--- src/hw/rtl/assert_macros.svh ---
// Assertion macros shared by the pipeline control and the top level of the tick count to date converter.
`ifndef ASSERT_MACROS_SVH
`define ASSERT_MACROS_SVH

// Same-cycle implication, checked on the rising edge and disabled during reset.
`define ASSERT_IMPL(label, ck, rs, ante, cons, msg) \
  label: assert property (@(posedge ck) disable iff (rs) (ante) |-> (cons)) else $error(msg);

// Next-cycle implication, checked on the rising edge and disabled during reset.
`define ASSERT_NEXT(label, ck, rs, ante, cons, msg) \
  label: assert property (@(posedge ck) disable iff (rs) (ante) |=> (cons)) else $error(msg);

`endif

--- src/hw/rtl/tcc_pkg.sv ---
// Package with the widths, constants and types of the tick count to date converter.
package tcc_pkg;

  localparam int TICK_W  = 62;
  localparam int YEAR_W  = 14;
  localparam int MONTH_W = 4;
  localparam int DAY_W   = 5;
  localparam int HOUR_W  = 5;
  localparam int MIN_W   = 6;
  localparam int SEC_W   = 6;

  localparam int NUM_STAGES   = 14;
  localparam int SPLIT_STAGES = 4;
  localparam int DATE_STAGES  = NUM_STAGES - SPLIT_STAGES;

  localparam logic [TICK_W-1:0] MAX_TICKS = 62'd3155378975999999999;

  localparam int DAYS_W    = 22;
  localparam int DAY_REM_W = 26;
  localparam int FRAC_W    = 7;

  localparam logic [25:0] DAY_DIV   = 26'd52734375;
  localparam logic [24:0] DAY_RECIP = 25'((64'd1 << 50) / 64'd52734375);

  localparam logic [33:0] SEC_RECIP  = 34'(((64'd1 << 50) + 64'd78124) / 64'd78125);
  localparam logic [17:0] HOUR_RECIP = 18'(((64'd1 << 29) + 64'd3599) / 64'd3600);
  localparam logic [12:0] MIN_RECIP  = 13'(((64'd1 << 18) + 64'd59) / 64'd60);

  localparam logic [22:0] JD_OFFSET    = 23'(1721426 + 68569);
  localparam logic [24:0] CYCLE_DAYS   = 25'd146097;
  localparam logic [25:0] CYCLE_RECIP  = 26'(((64'd1 << 43) + 64'd146096) / 64'd146097);
  localparam logic [28:0] YEAR_RECIP   = 29'(((64'd1 << 49) + 64'd1461000) / 64'd1461001);
  localparam logic [16:0] MONTH_RECIP  = 17'(((64'd1 << 28) + 64'd2446) / 64'd2447);
  localparam logic [16:0] DIV80_RECIP  = 17'(((64'd1 << 23) + 64'd79) / 64'd80);

  typedef struct packed {
    logic [DAYS_W-1:0]    days;
    logic [DAY_REM_W-1:0] rem;
    logic [FRAC_W-1:0]    frac;
  } split_t;

  typedef struct packed {
    logic [HOUR_W-1:0] hour;
    logic [MIN_W-1:0]  minute;
    logic [SEC_W-1:0]  second;
  } tod_t;

  typedef struct packed {
    logic [YEAR_W-1:0]  year;
    logic [MONTH_W-1:0] month;
    logic [DAY_W-1:0]   day_of_month;
  } date_t;

endpackage

--- src/hw/rtl/tcc_pipe_ctrl.sv ---
// Valid bits and per-stage load enables of the converter pipeline.
`include "assert_macros.svh"

module tcc_pipe_ctrl import tcc_pkg::*; (
  input  logic                  clk,
  input  logic                  rst,
  input  logic                  in_valid,
  output logic                  in_stall,
  output logic                  out_valid,
  input  logic                  out_stall,
  output logic [NUM_STAGES-1:0] en
);

  logic [NUM_STAGES-1:0] v;

  assign en[NUM_STAGES-1] = !v[NUM_STAGES-1] || !out_stall;

  for (genvar k = 0; k < NUM_STAGES - 1; k++) begin : g_en
    assign en[k] = !v[k] || en[k+1];
  end

  always_ff @(posedge clk) begin
    if (rst) begin
      v <= '0;
    end else begin
      if (en[0]) begin
        v[0] <= in_valid;
      end
      for (int k = 1; k < NUM_STAGES; k++) begin
        if (en[k]) begin
          v[k] <= v[k-1];
        end
      end
    end
  end

  assign in_stall  = !en[0];
  assign out_valid = v[NUM_STAGES-1];

  `ASSERT_IMPL(a_stall_only_when_full, clk, rst, in_stall, &v, "Input stalled with an empty stage.")
  `ASSERT_NEXT(a_request_enters, clk, rst, in_valid && !in_stall, v[0], "Accepted request was lost.")
  `ASSERT_NEXT(a_last_stage_fills, clk, rst, v[NUM_STAGES-2] && en[NUM_STAGES-1], out_valid, "Result did not reach the output stage.")

endmodule

--- config.mk ---
export PLATFORM = sky130hd
export DESIGN_NAME = tcc_pipe_ctrl
export DESIGN_NICKNAME = d
export VERILOG_FILES = /design/src/hw/rtl/tcc_pkg.sv /design/src/hw/rtl/tcc_pipe_ctrl.sv
export VERILOG_INCLUDE_DIRS = /design/src /design/src/hw/rtl
export SDC_FILE = /design/constraint.sdc
export NUM_CORES = 1
export LEC_CHECK = 0
export BUFFER_PORTS_ARGS = -buffer_cell sky130_fd_sc_hd__clkbuf_2
export CAP_MARGIN = 20
export CELL_PAD_IN_SITES_DETAIL_PLACEMENT = 2
export CELL_PAD_IN_SITES_GLOBAL_PLACEMENT = 2
export CORE_UTILIZATION = 25
export CTS_BUF_LIST = sky130_fd_sc_hd__clkbuf_2 sky130_fd_sc_hd__clkbuf_4 sky130_fd_sc_hd__clkbuf_8
export DETAILED_ROUTE_END_ITERATION = 6
export HOLD_SLACK_MARGIN = 0.15
export PLACE_DENSITY_LB_ADDON = 0.1
export SETUP_SLACK_MARGIN = 0.15
export SYNTH_ARGS = -nofsm -noshare
export SYNTH_HDL_FRONTEND = slang
export SYNTH_SLANG_ARGS = --single-unit
--- constraint.sdc ---
create_clock -name clk -period 2 [get_ports clk]
set_input_delay 0.6 -clock clk [delete_from_list [all_inputs] [get_ports clk]]
set_output_delay 0.6 -clock clk [all_outputs]
set_load 0.02 [all_outputs]
==> Word level (Yosys, flattened, before mapping) <==
Index checks and enable logic that the tools add are counted.
{ "totals": {"output_inout_bits": 16, "latchBits": 0, "mem_count": 0, "register_bits": 14, "mem_bits_rw": 0, "romBits": 0, "input_bits": 4} }
{ "op_classes": {"reduce_logical": 30, "muxes": 0, "eq_ne": 0, "mul": 0, "bitwise_logic": 0, "n_addsub": 0, "shifts": 0, "order_cmp": 0, "n_div": 0} }
{ "op_table": {"columns": ["op", "count"], "rows": [
  ["1-bit zero test", 16],
  ["1-bit logical OR", 14]
]} }

==> Logic depth before layout (Yosys ltp) <==
Gate-level depths: netlist (run 1).
{ "depth": {"ltp_word": 16, "depth_mapped": 5} }

==> Worst setup path after synthesis (run 1) <==
OpenSTA, ideal clock, no wires.
{ "synth_path": {"kind": "input-to-output", "startpoint": "input port out_stall", "endpoint": "output port en[2]", "path_buffers": 1, "required_ns": 1.400, "stages": 5, "t_arrival_ns": 1.666, "path_slack_ns": -0.266, "cell_sequence": "and3_1 -> buf_2 -> and3_1 -> inv_2 -> or3_1"} }
{ "synth_via": {"elab_chain_len": 13} }
{ "synth_rtl": {"columns": ["element", "line_no", "rtl"], "rows": [
  ["start: declaration", "tcc_pipe_ctrl.sv:10", "input logic out_stall,"],
  ["1-bit zero test", "tcc_pipe_ctrl.sv:16", "assign en[NUM_STAGES-1] = !v[NUM_STAGES-1] || !out_stall;"],
  ["1-bit logical OR", "tcc_pipe_ctrl.sv:16", null],
  ["1-bit logical OR (5 in series)", "tcc_pipe_ctrl.sv:19", "assign en[k] = !v[k] || en[k+1];"],
  ["via en[8]", "tcc_pipe_ctrl.sv:11", "output logic [NUM_STAGES-1:0] en"],
  ["1-bit logical OR (6 in series)", "tcc_pipe_ctrl.sv:19", null],
  ["end: declaration", "tcc_pipe_ctrl.sv:11", null]
]} }
The timed path passes the listed nets, and every way through them passes these cells.

==> Final worst setup path (run 1) <==
{ "layout_path": {"startpoint": "register v[6]", "endpoint": "output port en[0]"} }
{ "layout_via": {"elab_chain_len": 8} }
{ "layout_rtl": {"columns": ["element", "line_no", "rtl"], "rows": [
  ["start: declaration", "tcc_pipe_ctrl.sv:14", "logic [NUM_STAGES-1:0] v;"],
  ["start signal: indexed assignment", "tcc_pipe_ctrl.sv:31", "v[k] <= v[k-1];"],
  ["1-bit zero test", "tcc_pipe_ctrl.sv:19", null],
  ["1-bit logical OR (7 in series)", "tcc_pipe_ctrl.sv:19", null]
]} }
Every way passes these cells.

==> flow_summary_export.csv, run 1 <==
group,metric,value,unit
outcome,outcome,"finished with violations",
outcome,violations,"negative setup slack",
pwr,comb_power_share,4.2,%
final_layout,final_nets,120,
drt,dr.pass1.iters,3,
placement,port_buffers,19,
synthesis,synth_compound_area_share,14.5,%
synthesis,synth_common_cells,"14 x dfxtp_1, 8 x a21oi_1, 7 x inv_1, 5 x nand2b_1, 5 x nor2_1",
global_route,grt_antenna_before_repair,0,
pwr,p_leak,0.493,nW
clock_tree,htreeDepth,1,
synthesis,yosys.area.top_type,"dfxtp_1",
final_layout,drive_gt1_share,68.7,%
pwr,p_int,0.400,mW
clock_tree,clk_pin_slew,0.09,ns
timing,fmax,439,MHz
final_layout,finish.utilization,54.3,%
final_layout,largest_reg_flops,14,
timing,finalClockSkew,0.00358,ns
drt,wl_per_cell,17.5,um
setup_path,startpoint_type,"register",
hold_path,hold_class,"register to register",
drt,drc,0,
clock_tree,cts_max_path_buffers,2,
timing,finalSetupViolCount,10,
placement,dp_hpwl,1350,um
die,die_area,2620,um2
setup_path,worstPathRequired,1.40,ns
synthesis,synth.area.top_cells,"dfxtp_1 46%, a21oi_1 6.6%, o41ai_1 5.8%",
final_layout,n_antenna_cell,0,
die,io_pins,20,
final_layout,fin_area,1220,um2
pwr,clockPowerShare,41.0,%
drt,dr_total_vias,690,
global_route,overflow,0,
pwr,pwr-share-seq,54.8,%
clock_tree,clkLatencyLatePin,0.28,ns
setup_path,path_class,"register to output port",
die,die_w,51.2,um
placement,dpl-instance-area,841,um2
synthesis,synthXorXnorAreaFrac,0,%
drt,drt-total-wl,2510,um
synthesis,synthDistinctLibCells,23,
timing,slew_headroom,75.3,%
run,cap_violations,0,
synthesis,yosysSeqAreaShare,46.4,%
drt,first_iter_violations,2,
timing,period_share,114,%
synthesis,syn-cell-area,604,um2
synthesis,ys_ff_latch,14,
synthesis,postSynth.asyncResetShare,0,%
pwr,ir_worst_vdd,0.252,mV
synthesis,synth_ff_type,"dfxtp_1",
synthesis,synth_top_family_by_area,"simple AND/OR/NAND/NOR gates",
synthesis,yosysMostFrequentCell,"dfxtp_1",
global_route,grt.total_usage,19.2,%
synthesis,synth-simple-area-share,30.2,%
setup_path,crit_fanout,2,
timing,setup_ws,-0.277,ns
timing,rsz0062_at_grt,"true",
timing,timing.final.max_slew_violations,0,
placement,gp_congestion,0.670,
setup_path,arrival,1.68,ns
final_layout,largest_register,"v",
synthesis,syn_area_per_cell,8.51,um2
timing,hold_viol,0,
synthesis,synth_fa_ha_area_share,0,%
synthesis,synth_nets,75,
pwr,powerDensity,419,nW/um2
die,rows,17,
pwr,p_sw_share,22.1,%
final_layout,area_growth,103,%
die,design.core.area,2250,um2
timing,tightest_slew,0.371,ns
drt,antenna_left,0,
clock_tree,clk_root_buffer_cell,"clkbuf_4",
synthesis,synth-edff-count,0,
synthesis,yosysTopAreaCellShare,46.4,%
synthesis,muxShareOfSynthArea,0,%
final_layout,reg_top3,"v x14",
pwr,p_switching,0.113,mW
clock_tree,cts_sinks,14,
timing,fin_crit,2.28,ns
clock_tree,cts_tree,"yes",
synthesis,synthCells,71,
placement,pre_cts_ws,-0.263,ns
die,die_y,51.2,um
final_layout,num-fill-cells,221,
setup_path,setup.worst_path.end_class,"output port",
clock_tree,ctsHoldBuffers,0,
synthesis,ys_warn_count,0,
die,start_util,26.8,%
clock_tree,cts_made_buffers,3,
global_route,grt_pass1_vias,707,
global_route,grt_pass1_wl,3570,um
global_route,grt_start_max_net_pins,20,
drt,vias_per_cell,4.83,
-- cell type report --
type	count	area [um2]	share of cell area (%)
Clock buffer	4	36.3	2.96
Inverter	8	35.0	2.86
Multi-Input combinational cell	45	359	29.3
Sequential cell	14	299	24.4
Tap cell	28	35.0	2.86
Timing Repair Buffer	44	460	37.6
-- cell families after synthesis --
logic type,Yosys count
simple gates,32
flops,14
compound gates,13
buf+inv,12
-- power by group through the flow --
stage          registers, mW  logic (mW)  clock network, mW
6_report               0.281      0.0215              0.210
5_1_grt                0.282      0.0238              0.231
4_1_cts                0.283      0.0203              0.219
3_5_place_dp           0.290      0.0173                  0
3_3_place_gp           0.290      0.0169                  0
2_1_floorplan          0.290      0.0107                  0
-- worst max-delay path, cell delays in order, from the launching register on --
cell,delay (ns)
dfxtp_2,0.36
nand3_2,0.11
or4_4,0.55
or2_4,0.25
buf_8,0.13
-- cells in the final DEF (no fill, tap or decap), drive strengths merged, types with 2 or more instances in the layout --
master | synthesis | final
nand4 | 4 | 4
dfxtp | 14 | 14
nand3 | 5 | 5
and2 | 2 | 2
buf | 2 | 38
and3 | 3 | 3
or2 | 2 | 2
nand2b | 5 | 5
nor2 | 5 | 5
clkbuf | 2 | 10
nand2 | 4 | 4
inv | 8 | 8
o41ai | 4 | 4
a21oi | 8 | 8
-- layer usage --
| metal | GRT usage, % | routed length (um) | vias to the layer above |
|---|---|---|---|
| li1 | - | - | 336 |
| met1 | 24.1 | 1070 | 337 |
| met2 | 32.5 | 1370 | 13 |
| met3 | 2.68 | 42 | 4 |
| met4 | 8.33 | 30 | 0 |
| met5 | 0 | 0 | - |
-- repair_timing --
item,in CTS,in global routing
buffers inserted,6,5
hold endpoints to repair,0,0
pin swaps,4,5
setup endpoints to repair,14,14
resized for setup,49,32
-- worst paths after layout --
check / start / endpoint / slack, ns / cells past startpoint
setup reg to reg: v[13]$_SDFFE_PP0P_ / v[4]$_SDFFE_PP0P_ / 0.42 / 7
setup / recovery: v[6]$_SDFFE_PP0P_ / en[0] / -0.28 / 4
hold / removal: v[2]$_SDFFE_PP0P_ / v[3]$_SDFFE_PP0P_ / 0.49 / 2
hold reg to reg: v[2]$_SDFFE_PP0P_ / v[3]$_SDFFE_PP0P_ / 0.49 / 2
-- per-stage QoR --
stage / cells / TNS, ns / power [mW] / hold slack [ns]
2_1_floorplan: 71 / -0.321 / 0.300 / 0.428
3_3_place_gp: 128 / -1.17 / 0.307 / 0.453
3_5_place_dp: 128 / -1.37 / 0.307 / 0.455
4_1_cts: 138 / -1.34 / 0.522 / 0.476
5_1_grt: 143 / -1.92 / 0.537 / 0.516
6_report: 143 / -1.49 / 0.513 / 0.488
Power figures use the tool's default switching activity.
==> run 2: changes to the inputs <==
Settings changed: BUFFER_PORTS_ARGS -buffer_cell sky130_fd_sc_hd__clkbuf_2 to -buffer_cell sky130_fd_sc_hd__buf_2, SETUP_SLACK_MARGIN 0.15 to not set.
==> flow_summary_export.csv, run 2 (synthesized netlist as in run 1, its figures left out) <==
group,metric,value,unit
pwr,p_leak,0.393,nW
final_layout,reg_top3,"v x14",
setup_path,crit_fanout,2,
setup_path,startpoint_type,"register",
clock_tree,ctsHoldBuffers,0,
final_layout,drive_gt1_share,63.0,%
timing,rsz0062_at_grt,"true",
global_route,overflow,0,
placement,gp_congestion,0.673,
drt,dr.pass1.iters,4,
final_layout,finish.utilization,45.6,%
pwr,powerDensity,450,nW/um2
drt,vias_per_cell,4.75,
final_layout,final_cell_mix,"15 x buf_4, 14 x buf_6, 12 x dfxtp_2",
drt,antenna_left,0,
pwr,ir_worst_vdd,0.280,mV
timing,fin_crit,2.23,ns
timing,fin_hold_ws,0.463,ns
clock_tree,htreeDepth,1,
clock_tree,clk_root_buffer_cell,"clkbuf_4",
timing,fmax,448,MHz
timing,finalSetupViolCount,7,
setup_path,worstPathRequired,1.40,ns
setup_path,cp-endpoint,"en[0]",
setup_path,worstReg2RegEnd,"v[0]$_SDFFE_PP0P_",
die,design.core.area,2250,um2
setup_path,arrival,1.63,ns
global_route,grt_pass1_wl,3230,um
final_layout,multi_input_area,317,um2
hold_path,min_path_cells,2,
timing,tightest_slew,0.334,ns
drt,first_iter_violations,2,
global_route,grt.total_usage,16.9,%
hold_path,hold_class,"register to register",
drt,drc,0,
die,die_y,51.2,um
final_layout,largest_reg_flops,14,
final_layout,area_growth,70.0,%
drt,route.met2.wl,964,um
die,io_pins,20,
placement,port_buffers,19,
placement,dp_hpwl,1350,um
final_layout,layout_commonest_cell,"buf_4",
die,rows,17,
setup_path,rr_startpoint,"v[5]$_SDFFE_PP0P_",
pwr,p_switching,0.100,mW
final_layout,final_nets,114,
final_layout,n_antenna_cell,0,
pwr,comb_power_share,5.0,%
global_route,grt_pass1_vias,682,
pwr,pwr-share-seq,61.2,%
clock_tree,clkLatencyLatePin,0.27,ns
pwr,p_sw_share,21.7,%
drt,drt-total-wl,1890,um
drt,wl_met1,833,um
setup_path,setup.worst_path.end_class,"output port",
timing,setup_ws,-0.234,ns
final_layout,largest_register,"v",
setup_path,reg2reg_slack,0.51,ns
pwr,clockPowerShare,33.9,%
timing,timing.final.max_slew_violations,0,
pwr,p_int,0.362,mW
clock_tree,clk_pin_slew,0.08,ns
setup_path,critPathSlowestCell,"or4_4",
timing,hold_viol,0,
global_route,grt_antenna_before_repair,0,
clock_tree,cts_tree,"yes",
setup_path,path_cells,"nand3_2 -> or4_4 -> or2_4 -> buf_6",
setup_path,path_class,"register to output port",
die,start_util,26.8,%
final_layout,regArea,295,um2
outcome,outcome,"finished with violations",
drt,top_layer,"met4",
die,die_w,51.2,um
drt,wl_per_cell,13.9,um
global_route,grt_start_max_net_pins,20,
clock_tree,cts_sinks,14,
run,cap_violations,0,
outcome,violations,"negative setup slack",
clock_tree,cts_max_path_buffers,2,
timing,slew_headroom,77.7,%
timing,finalClockSkew,0.00367,ns
timing,period_share,112,%
clock_tree,cts_made_buffers,3,
setup_path,critPathMaxStageDelay,0.55,ns
final_layout,num-fill-cells,253,
drt,dr_total_vias,646,
setup_path,reg2reg_depth,5,
die,die_area,2620,um2
setup_path,critPathLaunch,"v[5]$_SDFFE_PP0P_",
drt,dr_wl_met3,75,um
pwr,total_power,0.463,mW
[run 2: changes by cell type in the layout (fill, tap and decap cells not counted), moves of 2 or more]
cell / previous run / this run
dfxtp_4: 2 / 0
nand3_1: 0 / 2
buf_6: 8 / 14
dfxtp_2: 9 / 12
buf_4: 17 / 15
buf_2: 0 / 8
clkbuf_2: 4 / 0
buf_8: 13 / 1
clkbuf_8: 3 / 0
nand2_1: 2 / 4
nand3_4: 3 / 0
[run 2: cell type report]
class                           instances  area share [%]
Timing Repair Buffer                   38            31.7
Multi-Input combinational cell         45            30.8
Sequential cell                        14            28.7
Tap cell                               28            3.41
Inverter                                8            3.17
Clock buffer                            3            2.19
[run 2: layer usage]
layer / track usage [%] / up-vias
li1: - / 321
met1: 21.3 / 310
met2: 27.4 / 13
met3: 4.17 / 2
met4: 6.94 / 0
met5: 0 / -
[run 2: worst min-delay path by stage]
stage / start / end
6_report: v[2]$_SDFFE_PP0P_ / v[3]$_SDFFE_PP0P_
5_1_grt: v[12]$_SDFFE_PP0P_ / v[13]$_SDFFE_PP0P_
4_1_cts: v[2]$_SDFFE_PP0P_ / v[3]$_SDFFE_PP0P_
3_5_place_dp: v[2]$_SDFFE_PP0P_ / v[3]$_SDFFE_PP0P_
3_3_place_gp: v[2]$_SDFFE_PP0P_ / v[3]$_SDFFE_PP0P_
2_1_floorplan: v[1]$_SDFFE_PP0P_ / v[2]$_SDFFE_PP0P_
[run 2: timing repair]
action / 4_1_cts / 5_1_grt
resized for setup: 20 / 25
endpoints found under the hold margin: 0 / 0
buffers inserted: 4 / 2
pin swaps: 3 / 6
endpoints found under the setup margin: 9 / 12
[run 2: critical path: cells and delay by family (launching register included)]
family / cells / cell delay [ns]
flip-flops: 1 / 0.34
buffers and inverters: 1 / 0.13
AND/OR/NAND/NOR: 3 / 0.88
[run 2: per-stage QoR]
| step | instances | TNS (ns) | worst slack (ns) | area (um2) |
|---|---|---|---|---|
| after floorplan | 71 | -0.321 | -0.127 | 636 |
| after global placement | 127 | -1.16 | -0.232 | 833 |
| after detailed placement | 127 | -1.21 | -0.227 | 833 |
| after CTS | 134 | -1.10 | -0.259 | 937 |
| after global routing | 136 | -1.32 | -0.301 | 1030 |
| final | 136 | -0.829 | -0.234 | 1030 |
[run 2: power groups by stage]
stage	logic (mW)	clock network (mW)	registers [mW]
2_1_floorplan	0.0107	0	0.290
4_1_cts	0.0218	0.167	0.283
3_5_place_dp	0.0179	0	0.290
3_3_place_gp	0.0170	0	0.290
6_report	0.0229	0.157	0.283
5_1_grt	0.0252	0.181	0.284
